File: src/rtl/core/sgf_pkg.sv
package sgf_pkg;

    // width of the internal position counter
    localparam int POSITION_BITS = 32;

    localparam int BASE_BITS   = 8;
    localparam int FLANK_BITS  = 16;
    localparam int RES_BITS    = 32;
    localparam int STATUS_BITS = 2;
    localparam int COUNT_BITS  = 32;

    localparam logic [FLANK_BITS-1:0] FLANK_LENGTH_RESET = 16'd100;

    localparam logic [BASE_BITS-1:0] CHAR_N_UPPER = 8'h4E;
    localparam logic [BASE_BITS-1:0] CHAR_N_LOWER = 8'h6E;

    // gap status codes
    localparam logic [STATUS_BITS-1:0] STATUS_GOOD      = 2'd0;
    localparam logic [STATUS_BITS-1:0] STATUS_FLANK_BAD = 2'd1;
    localparam logic [STATUS_BITS-1:0] STATUS_AT_END    = 2'd2;

    // output tdata width, rounded up to whole bytes
    localparam int OUT_FIELD_BITS = RES_BITS + RES_BITS + STATUS_BITS + COUNT_BITS;
    localparam int OUT_DATA_BITS  = ((OUT_FIELD_BITS + 7) / 8) * 8;

    typedef enum logic [2:0] {
        MODE_OUT   = 3'b001,
        MODE_GAP   = 3'b010,
        MODE_RIGHT = 3'b100
    } scan_mode_t;

    typedef struct packed {
        logic [RES_BITS-1:0]    gap_start;
        logic [RES_BITS-1:0]    gap_end;
        logic [STATUS_BITS-1:0] gap_status;
        logic [COUNT_BITS-1:0]  gap_number;
        logic                   final_result;
    } result_t;

    // results caused by the item held in the input register
    typedef struct packed {
        logic [1:0] count;
        result_t    res0;
        result_t    res1;
    } scan_out_t;

endpackage

File: src/rtl/core/sequence_gap_flank_finder.sv
// Gap flank finder: takes the characters of sequence records, one ASCII character
// per s_ transaction, with s_tlast on the last character of each record, and reports
// every gap (a maximal run of N or n) on the m_ channel with its start position, its
// end position (first non-N after it, or the record length), a status and a running
// gap count. Status 0: both sides carry flank_length N-free bases; status 1: a flank
// is too short or holds an N; status 2: the gap runs to the end of the record.
// A gap is reported as soon as its status is known, so a report may arrive many
// characters after the gap closes. Positions restart at 0 with every record and
// saturate; the gap count runs across records. Throughput is one character per
// clock while the result queue has room: the scan state updates from the input
// register into a two-entry result queue, and a character with two reports (an N
// ending a pending right flank and closing its record) holds the input until the
// queue is empty. flank_length resets to 100; the user writes it via cfg_wr_en /
// cfg_wr_data only while the block is idle, which the block does not enforce.
module sequence_gap_flank_finder
    import sgf_pkg::*;
(
    input  logic                     aclk,
    input  logic                     aresetn,

    // configuration: flank_length
    input  logic                     cfg_wr_en,
    input  logic [FLANK_BITS-1:0]    cfg_wr_data,

    // character input
    input  logic                     s_tvalid,
    output logic                     s_tready,
    input  logic [BASE_BITS-1:0]     s_tdata,   // [7:0] base
    input  logic                     s_tlast,   // record_end

    // gap reports
    output logic                     m_tvalid,
    input  logic                     m_tready,
    output logic [OUT_DATA_BITS-1:0] m_tdata,   // gap_start, gap_end, gap_status, gap_number
    output logic                     m_tlast    // final_result
);

    logic [FLANK_BITS-1:0] flank_length_reg;

    // input register
    logic                 in_valid_reg, in_valid_next;
    logic [BASE_BITS-1:0] base_reg;
    logic                 last_reg;

    logic       s_accept;
    logic       consume;
    logic [1:0] free_slots;
    scan_out_t  scan_out;
    result_t    out_res;

    always_ff @(posedge aclk) begin
        if (!aresetn) begin
            flank_length_reg <= FLANK_LENGTH_RESET;
        end else if (cfg_wr_en) begin
            flank_length_reg <= cfg_wr_data;
        end
    end

    // the held character moves on once the queue has room for all its reports
    assign consume  = in_valid_reg && (scan_out.count <= free_slots);
    assign s_tready = !in_valid_reg || consume;
    assign s_accept = s_tvalid && s_tready;

    always_comb begin
        in_valid_next = in_valid_reg;
        if (s_accept) begin
            in_valid_next = 1'b1;
        end else if (consume) begin
            in_valid_next = 1'b0;
        end
    end

    always_ff @(posedge aclk) begin
        if (!aresetn) begin
            in_valid_reg <= 1'b0;
        end else begin
            in_valid_reg <= in_valid_next;
        end
    end

    always_ff @(posedge aclk) begin
        if (s_accept) begin
            base_reg <= s_tdata;
            last_reg <= s_tlast;
        end
    end

    sgf_scan u_scan (
        .aclk         (aclk),
        .aresetn      (aresetn),
        .advance      (consume),
        .base         (base_reg),
        .record_end   (last_reg),
        .flank_length (flank_length_reg),
        .scan_out     (scan_out)
    );

    sgf_out_queue u_out_queue (
        .aclk       (aclk),
        .aresetn    (aresetn),
        .push_count (consume ? scan_out.count : 2'd0),
        .push0      (scan_out.res0),
        .push1      (scan_out.res1),
        .free_slots (free_slots),
        .out_valid  (m_tvalid),
        .out_ready  (m_tready),
        .out_res    (out_res)
    );

    // pack result fields from the lowest bit up, zero fill to a whole byte
    assign m_tdata = OUT_DATA_BITS'({out_res.gap_number, out_res.gap_status,
                                     out_res.gap_end, out_res.gap_start});
    assign m_tlast = out_res.final_result;

    // a held character that cannot move on stays held
    a_hold_item: assert property (@(posedge aclk) disable iff (!aresetn)
        (in_valid_reg && !consume) |=> in_valid_reg)
        else $error("input character dropped while stalled");

    // the input register only refills when it is free or draining
    a_no_overwrite: assert property (@(posedge aclk) disable iff (!aresetn)
        (s_accept && in_valid_reg) |-> consume)
        else $error("input register overwritten");

endmodule

File: src/rtl/core/sgf_scan.sv
module sgf_scan
    import sgf_pkg::*;
(
    input  logic                  aclk,
    input  logic                  aresetn,
    input  logic                  advance,
    input  logic [BASE_BITS-1:0]  base,
    input  logic                  record_end,
    input  logic [FLANK_BITS-1:0] flank_length,
    output scan_out_t             scan_out
);

    logic [POSITION_BITS-1:0] position_reg, position_next;
    logic [FLANK_BITS-1:0]    clean_run_reg, clean_run_next;
    scan_mode_t               scan_mode_reg, scan_mode_next;
    logic [POSITION_BITS-1:0] pending_start_reg, pending_start_next;
    logic [POSITION_BITS-1:0] pending_end_reg, pending_end_next;
    logic                     left_ok_reg, left_ok_next;
    logic [FLANK_BITS-1:0]    right_count_reg, right_count_next;
    logic [COUNT_BITS-1:0]    gap_total_reg, gap_total_next;

    logic                     is_gap;
    logic [POSITION_BITS-1:0] pos_plus;
    scan_mode_t               mode;
    scan_out_t                so;

    assign is_gap   = (base == CHAR_N_UPPER) || (base == CHAR_N_LOWER);
    assign pos_plus = (&position_reg) ? position_reg : position_reg + 1'b1;

    always_comb begin
        case (scan_mode_reg)
            MODE_GAP:   mode = MODE_GAP;
            MODE_RIGHT: mode = MODE_RIGHT;
            default:    mode = MODE_OUT;
        endcase
    end

    always_comb begin
        position_next      = pos_plus;
        clean_run_next     = clean_run_reg;
        scan_mode_next     = mode;
        pending_start_next = pending_start_reg;
        pending_end_next   = pending_end_reg;
        left_ok_next       = left_ok_reg;
        right_count_next   = right_count_reg;
        gap_total_next     = gap_total_reg;
        so                 = '0;

        if (is_gap) begin
            // an N ends a short right flank
            if (mode == MODE_RIGHT) begin
                so.res0.gap_start  = RES_BITS'(pending_start_reg);
                so.res0.gap_end    = RES_BITS'(pending_end_reg);
                so.res0.gap_status = STATUS_FLANK_BAD;
                so.res0.gap_number = gap_total_reg;
                so.count           = 2'd1;
            end
            if (mode != MODE_GAP) begin
                if (!(&gap_total_reg)) begin
                    gap_total_next = gap_total_reg + 1'b1;
                end
                pending_start_next = position_reg;
                left_ok_next       = clean_run_reg >= flank_length;
                scan_mode_next     = MODE_GAP;
            end
            clean_run_next = '0;
            if (record_end) begin
                if (so.count == 2'd0) begin
                    so.res0.gap_start  = RES_BITS'(pending_start_next);
                    so.res0.gap_end    = RES_BITS'(pos_plus);
                    so.res0.gap_status = STATUS_AT_END;
                    so.res0.gap_number = gap_total_next;
                end else begin
                    so.res1.gap_start  = RES_BITS'(pending_start_next);
                    so.res1.gap_end    = RES_BITS'(pos_plus);
                    so.res1.gap_status = STATUS_AT_END;
                    so.res1.gap_number = gap_total_next;
                end
                so.count = so.count + 2'd1;
            end
        end else begin
            clean_run_next = (&clean_run_reg) ? clean_run_reg : clean_run_reg + 1'b1;
            if (mode == MODE_GAP) begin
                pending_end_next = position_reg;
                right_count_next = '0;
                scan_mode_next   = MODE_RIGHT;
                if (!left_ok_reg) begin
                    so.res0.gap_start  = RES_BITS'(pending_start_reg);
                    so.res0.gap_end    = RES_BITS'(position_reg);
                    so.res0.gap_status = STATUS_FLANK_BAD;
                    so.res0.gap_number = gap_total_reg;
                    so.count           = 2'd1;
                    scan_mode_next     = MODE_OUT;
                end
            end
            if (scan_mode_next == MODE_RIGHT) begin
                right_count_next = (&right_count_next) ? right_count_next
                                                       : right_count_next + 1'b1;
                if (right_count_next >= flank_length) begin
                    so.res0.gap_start  = RES_BITS'(pending_start_reg);
                    so.res0.gap_end    = RES_BITS'(pending_end_next);
                    so.res0.gap_status = STATUS_GOOD;
                    so.res0.gap_number = gap_total_reg;
                    so.count           = 2'd1;
                    scan_mode_next     = MODE_OUT;
                end else if (record_end) begin
                    so.res0.gap_start  = RES_BITS'(pending_start_reg);
                    so.res0.gap_end    = RES_BITS'(pending_end_next);
                    so.res0.gap_status = STATUS_FLANK_BAD;
                    so.res0.gap_number = gap_total_reg;
                    so.count           = 2'd1;
                    scan_mode_next     = MODE_OUT;
                end
            end
        end

        // mark the last result of this item
        if (so.count == 2'd1) begin
            so.res0.final_result = 1'b1;
        end else if (so.count == 2'd2) begin
            so.res1.final_result = 1'b1;
        end

        // record boundary clears everything but the gap count
        if (record_end) begin
            position_next      = '0;
            clean_run_next     = '0;
            scan_mode_next     = MODE_OUT;
            pending_start_next = '0;
            pending_end_next   = '0;
            left_ok_next       = 1'b0;
            right_count_next   = '0;
        end
    end

    assign scan_out = so;

    always_ff @(posedge aclk) begin
        if (!aresetn) begin
            position_reg      <= '0;
            clean_run_reg     <= '0;
            scan_mode_reg     <= MODE_OUT;
            pending_start_reg <= '0;
            pending_end_reg   <= '0;
            left_ok_reg       <= 1'b0;
            right_count_reg   <= '0;
            gap_total_reg     <= '0;
        end else if (advance) begin
            position_reg      <= position_next;
            clean_run_reg     <= clean_run_next;
            scan_mode_reg     <= scan_mode_next;
            pending_start_reg <= pending_start_next;
            pending_end_reg   <= pending_end_next;
            left_ok_reg       <= left_ok_next;
            right_count_reg   <= right_count_next;
            gap_total_reg     <= gap_total_next;
        end
    end

    // two results only come from a gap character that closes its record
    a_two_results: assert property (@(posedge aclk) disable iff (!aresetn)
        (so.count == 2'd2) |-> (is_gap && record_end))
        else $error("two results without a gap at record end");

endmodule

File: src/rtl/core/sgf_out_queue.sv
module sgf_out_queue
    import sgf_pkg::*;
(
    input  logic       aclk,
    input  logic       aresetn,
    input  logic [1:0] push_count,
    input  result_t    push0,
    input  result_t    push1,
    output logic [1:0] free_slots,
    output logic       out_valid,
    input  logic       out_ready,
    output result_t    out_res
);

    localparam logic [1:0] DEPTH = 2'd2;

    result_t    slot_reg [2];
    result_t    slot_next [2];
    logic [1:0] count_reg, count_next;
    logic [1:0] count_left;
    logic       pop;

    assign pop        = (count_reg != 2'd0) && out_ready;
    assign free_slots = DEPTH - count_reg;
    assign out_valid  = count_reg != 2'd0;
    assign out_res    = slot_reg[0];

    always_comb begin
        slot_next[0] = slot_reg[0];
        slot_next[1] = slot_reg[1];
        count_left   = count_reg;
        if (pop) begin
            slot_next[0] = slot_reg[1];
            count_left   = count_reg - 2'd1;
        end
        case (push_count)
            2'd1: begin
                if (count_left == 2'd0) begin
                    slot_next[0] = push0;
                end else begin
                    slot_next[1] = push0;
                end
            end
            2'd2: begin
                slot_next[0] = push0;
                slot_next[1] = push1;
            end
            default: ;
        endcase
        count_next = count_left + push_count;
    end

    always_ff @(posedge aclk) begin
        if (!aresetn) begin
            count_reg <= '0;
        end else begin
            count_reg <= count_next;
        end
    end

    always_ff @(posedge aclk) begin
        slot_reg[0] <= slot_next[0];
        slot_reg[1] <= slot_next[1];
    end

    a_no_overflow: assert property (@(posedge aclk) disable iff (!aresetn)
        (push_count != 2'd0) |-> (push_count <= free_slots))
        else $error("result queue overflow");

    a_count_track: assert property (@(posedge aclk) disable iff (!aresetn)
        (!pop && push_count != 2'd0) |=> (count_reg == $past(count_reg + push_count)))
        else $error("result queue count lost an entry");

endmodule
File: config.mk
export PLATFORM = sky130hd
export DESIGN_NAME = sequence_gap_flank_finder
export DESIGN_NICKNAME = d
export VERILOG_FILES = /design/src/rtl/core/sgf_pkg.sv /design/src/rtl/core/sequence_gap_flank_finder.sv /design/src/rtl/core/sgf_scan.sv /design/src/rtl/core/sgf_out_queue.sv
export SDC_FILE = /design/constraint.sdc
export NUM_CORES = 1
export LEC_CHECK = 0
export ABC_AREA = 1
export BUFFER_PORTS_ARGS = -buffer_cell sky130_fd_sc_hd__buf_2
export CORE_MARGIN = 3
export CORE_UTILIZATION = 55
export DETAILED_ROUTE_END_ITERATION = 10
export PLACE_DENSITY_LB_ADDON = 0.1
export SYNTH_ARGS = -nofsm -noshare
export SYNTH_HDL_FRONTEND = slang
export SYNTH_SLANG_ARGS = --single-unit
File: constraint.sdc
create_clock -name aclk -period 23.8 [get_ports aclk]
set_clock_uncertainty 0.2 [all_clocks]
set_input_delay 3.57 -clock aclk [delete_from_list [all_inputs] [get_ports aclk]]
set_output_delay 3.57 -clock aclk [all_outputs]
set_load 0.1 [all_outputs]
==> results.sh <==
export IMPL_cp_end_kind="output port"
export IMPL_die_height_um=225
export IMPL_seqCellArea_um2=8860
export IMPL_clk_latency_ns=0.59
export IMPL_clk_pin_slew_ns=0.06
export IMPL_drtIter0Drc=3353
export IMPL_worst_slack_ns=13.28
export IMPL_r2r_slack_ns=13.46
export IMPL_core_area_um2=47100
export IMPL_setup_viol=0
export IMPL_hold_path_end="u_scan.scan_mode_reg[2]"
export IMPL_largest_reg_flops=198
export IMPL_wl_um=94300
export IMPL_grt_max_degree=85
export IMPL_synth_largest_area_cell="dfxtp_1"
export IMPL_finalNetCount=3844
export IMPL_tns_ns=0
export IMPL_hold_viol=0
export IMPL_status="completed"
export IMPL_worstMarginPinSlew_ns=1.38
export IMPL_area_delta_synth_final_pct=4.73
export IMPL_fp_row_count=79
export IMPL_min_from="u_scan.scan_mode_reg[2]"
export IMPL_cts_resized=0
export IMPL_cp_start_kind="register"
export IMPL_arrival_ns=6.75
export IMPL_dp_worst_setup_slack_ns=13.78
export IMPL_detail_route_antenna_nets=0
export IMPL_rr_endpoint="u_out_queue.slot_reg[0][154]"
export IMPL_max_slew_margin_rel_pct=7.69
export IMPL_gr_usage_all_layers_pct=36.0
export IMPL_fmax_ghz=0.0950
export IMPL_rsz0062_at_grt="no"
export IMPL_instances_no_fill=4417
export IMPL_met2WireLength_um=39700
export IMPL_ys_warn_count=0
export IMPL_multi_input_comb_area_um2=14700
export IMPL_max_cap_violations=0
export IMPL_required_ns=20.03
export IMPL_yosysTopAreaCellShare_pct=21.3
export IMPL_fp_dieArea_um2=50800
export IMPL_worstHoldPathCells=2
export IMPL_ys_types=51
export IMPL_dp_cells=4331
export IMPL_final_max_slew_viol_count=0
export IMPL_crit_type="register to output port"
export IMPL_cts_root_buf="clkbuf_16"
export IMPL_vdd_drop_max_uv=69.2
export IMPL_grt_ovfl_total=0
export IMPL_hold_buffers=0
export IMPL_drive_gt1_share_pct=7.14
export IMPL_start_util_pct=56.2
export IMPL_drc=0
export IMPL_htreeDepth=2
export IMPL_cts_sinks=389
export IMPL_yosys_top_cells_count="nand2_1, nand3_1, a21oi_1, dfxtp_1, inv_1"
export IMPL_ys_seq_area_share_pct=33.5
export IMPL_min_period_ns=10.52
export IMPL_async_flop_share_pct=0
export IMPL_post_route_period_util_pct=44.2
export IMPL_cellPowerDensity_nw_per_um2=89.5
export IMPL_boundaryPins=137
export IMPL_synth_edf_count=107
export IMPL_synthCells=3935
export IMPL_cts_made_buffers=46
export IMPL_cp_max_fo=74
export IMPL_fillCellCount=4497
export IMPL_top_layer="met4"
export IMPL_met3WireLength_um=11900
export IMPL_synthFlopType="dfxtp_1"
export IMPL_synth_area_leaders="dfxtp_1, nand2_1, edfxtp_1"
export IMPL_postCtsSetupBuffers=0
export IMPL_grt_pass1_vias=25000
export IMPL_synth_avg_cell_area_um2=6.72
export IMPL_syn_area_um2=26400
export IMPL_io_buffer_count=129
export IMPL_r2r_cells=32
export IMPL_die_w_um=225
export IMPL_viasPerCell=6.17
export IMPL_p_leak_nw=11.4
export IMPL_synth_seq_cells=389
export IMPL_dpl_hpwl_um=58200
export IMPL_gp_congestion=0.967
export IMPL_vias=27300
export IMPL_antenna_found_initial=4
export IMPL_worstHoldPathType="register to register"
export IMPL_r2r_start="u_scan.scan_mode_reg[0]"
export IMPL_grt_pass1_wl_um=144000
export IMPL_cts_tree="yes"
export IMPL_synth_most_common_cell="nand2_1"
export IMPL_avgRoutedWirePerCell_um=21.3
export IMPL_first_pass_iters=6
export IMPL_wl_met1_um=40500
export IMPL_clockBufferDepth=3
-- through the flow --
step / hold slack, ns / total power [mW] / util (%) / instance area (um2)
after floorplan: 0.242 / 1.67 / - / 26500
after global placement: 0.256 / 1.77 / 55.8 / 26300
after detailed placement: 0.262 / 1.78 / 55.8 / 26300
after CTS: 0.271 / 2.47 / 58.9 / 27700
after global routing: 0.291 / 2.56 / 58.9 / 27700
final: 0.269 / 2.48 / 58.9 / 27700
-- area by class of cell --
cell class,count,area share [%]
antenna,1,0.00903
timing repair buffer,168,3.39
tap,607,2.74
clock buffer,72,4.73
sequential,389,32.0
inverter,274,3.75
multi-input combinational,2893,53.0
clock inverter,13,0.434
-- logic make-up after synthesis --
kind of cell,count (synthesis),synth area share [%]
xor gates and xnor gates,67,2.22
and+or+nand+nor,1926,31.5
AOI/OAI and AO/OA,754,15.7
muxes,98,3.71
buffers and inverters,658,11.4
adders and majority gates,42,1.99
other,1,0.0142
DFF,389,33.5
-- cell usage in the layout (no fill, tap or decap), types with 6 or more instances in the layout --
cell and instances:
a21oi_1 354, nor3_1 41, o21ai_0 220, edfxtp_1 107, ha_1 40, xor2_1 62, clkbuf_16 47, mux2i_1 98
o211ai_1 27, dfxtp_1 282, a22oi_1 33, buf_2 129, o31ai_1 26, nand2_1 1132, clkinv_2 7, nor4_1 41
clkbuf_1 21, a211oi_1 30, inv_2 9, buf_4 39, o22ai_1 38, nand3_1 355, nor2_1 219, conb_1 6
nand3b_1 81, nor2_4 6, inv_1 259, o21ai_1 14, nand4_1 26
-- routing by layer --
layer,vias to the layer above,GRT usage [%]
li1,12800,-
met3,216,9.09
met1,12600,51.3
met5,-,0
met2,1662,53.9
met4,0,10.7
-- worst max-delay path by stage --
stage                                  from                           end  slack [ns]
floorplan           u_scan.scan_mode_reg[0]  u_out_queue.slot_reg[0][100]       10.74
global placement    u_scan.scan_mode_reg[0]  u_out_queue.slot_reg[0][150]       13.90
detailed placement  u_scan.scan_mode_reg[0]  u_out_queue.slot_reg[0][150]       13.78
CTS                 u_scan.scan_mode_reg[0]                      s_tready       13.46
global route        u_scan.scan_mode_reg[0]                      s_tready       12.91
finish              u_scan.scan_mode_reg[0]                      s_tready       13.28
-- report_power, final --
group	switching [mW]	leakage (nW)	internal (mW)
Clock	0.297	0.700	0.399
Sequential	0.0738	3.37	0.755
Combinational	0.779	7.34	0.173
-- critical path, cell delays in order, from the launching register on --
cell	delay, ns
dfxtp_1	0.39
nor2_1	0.10
nand2_4	0.50
buf_4	0.78
nand2_1	0.33
nor2_1	0.17
nand3_1	0.08
nor2_1	0.29
nand3_1	0.62
o21ai_0	0.49
inv_1	0.08
ha_1	0.30
nand2_1	0.05
nand2_1	0.05
nand2_1	0.05
nand2_1	0.06
nand2_1	0.04
nand2_1	0.11
nand2_1	0.11
nand3_1	0.25
nand2_2	0.22
nand2_2	0.16
nand2_1	0.09
nand2_2	0.10
nand2_1	0.07
nand2_1	0.16
buf_2	0.46
(Power assumes the default switching activity.)
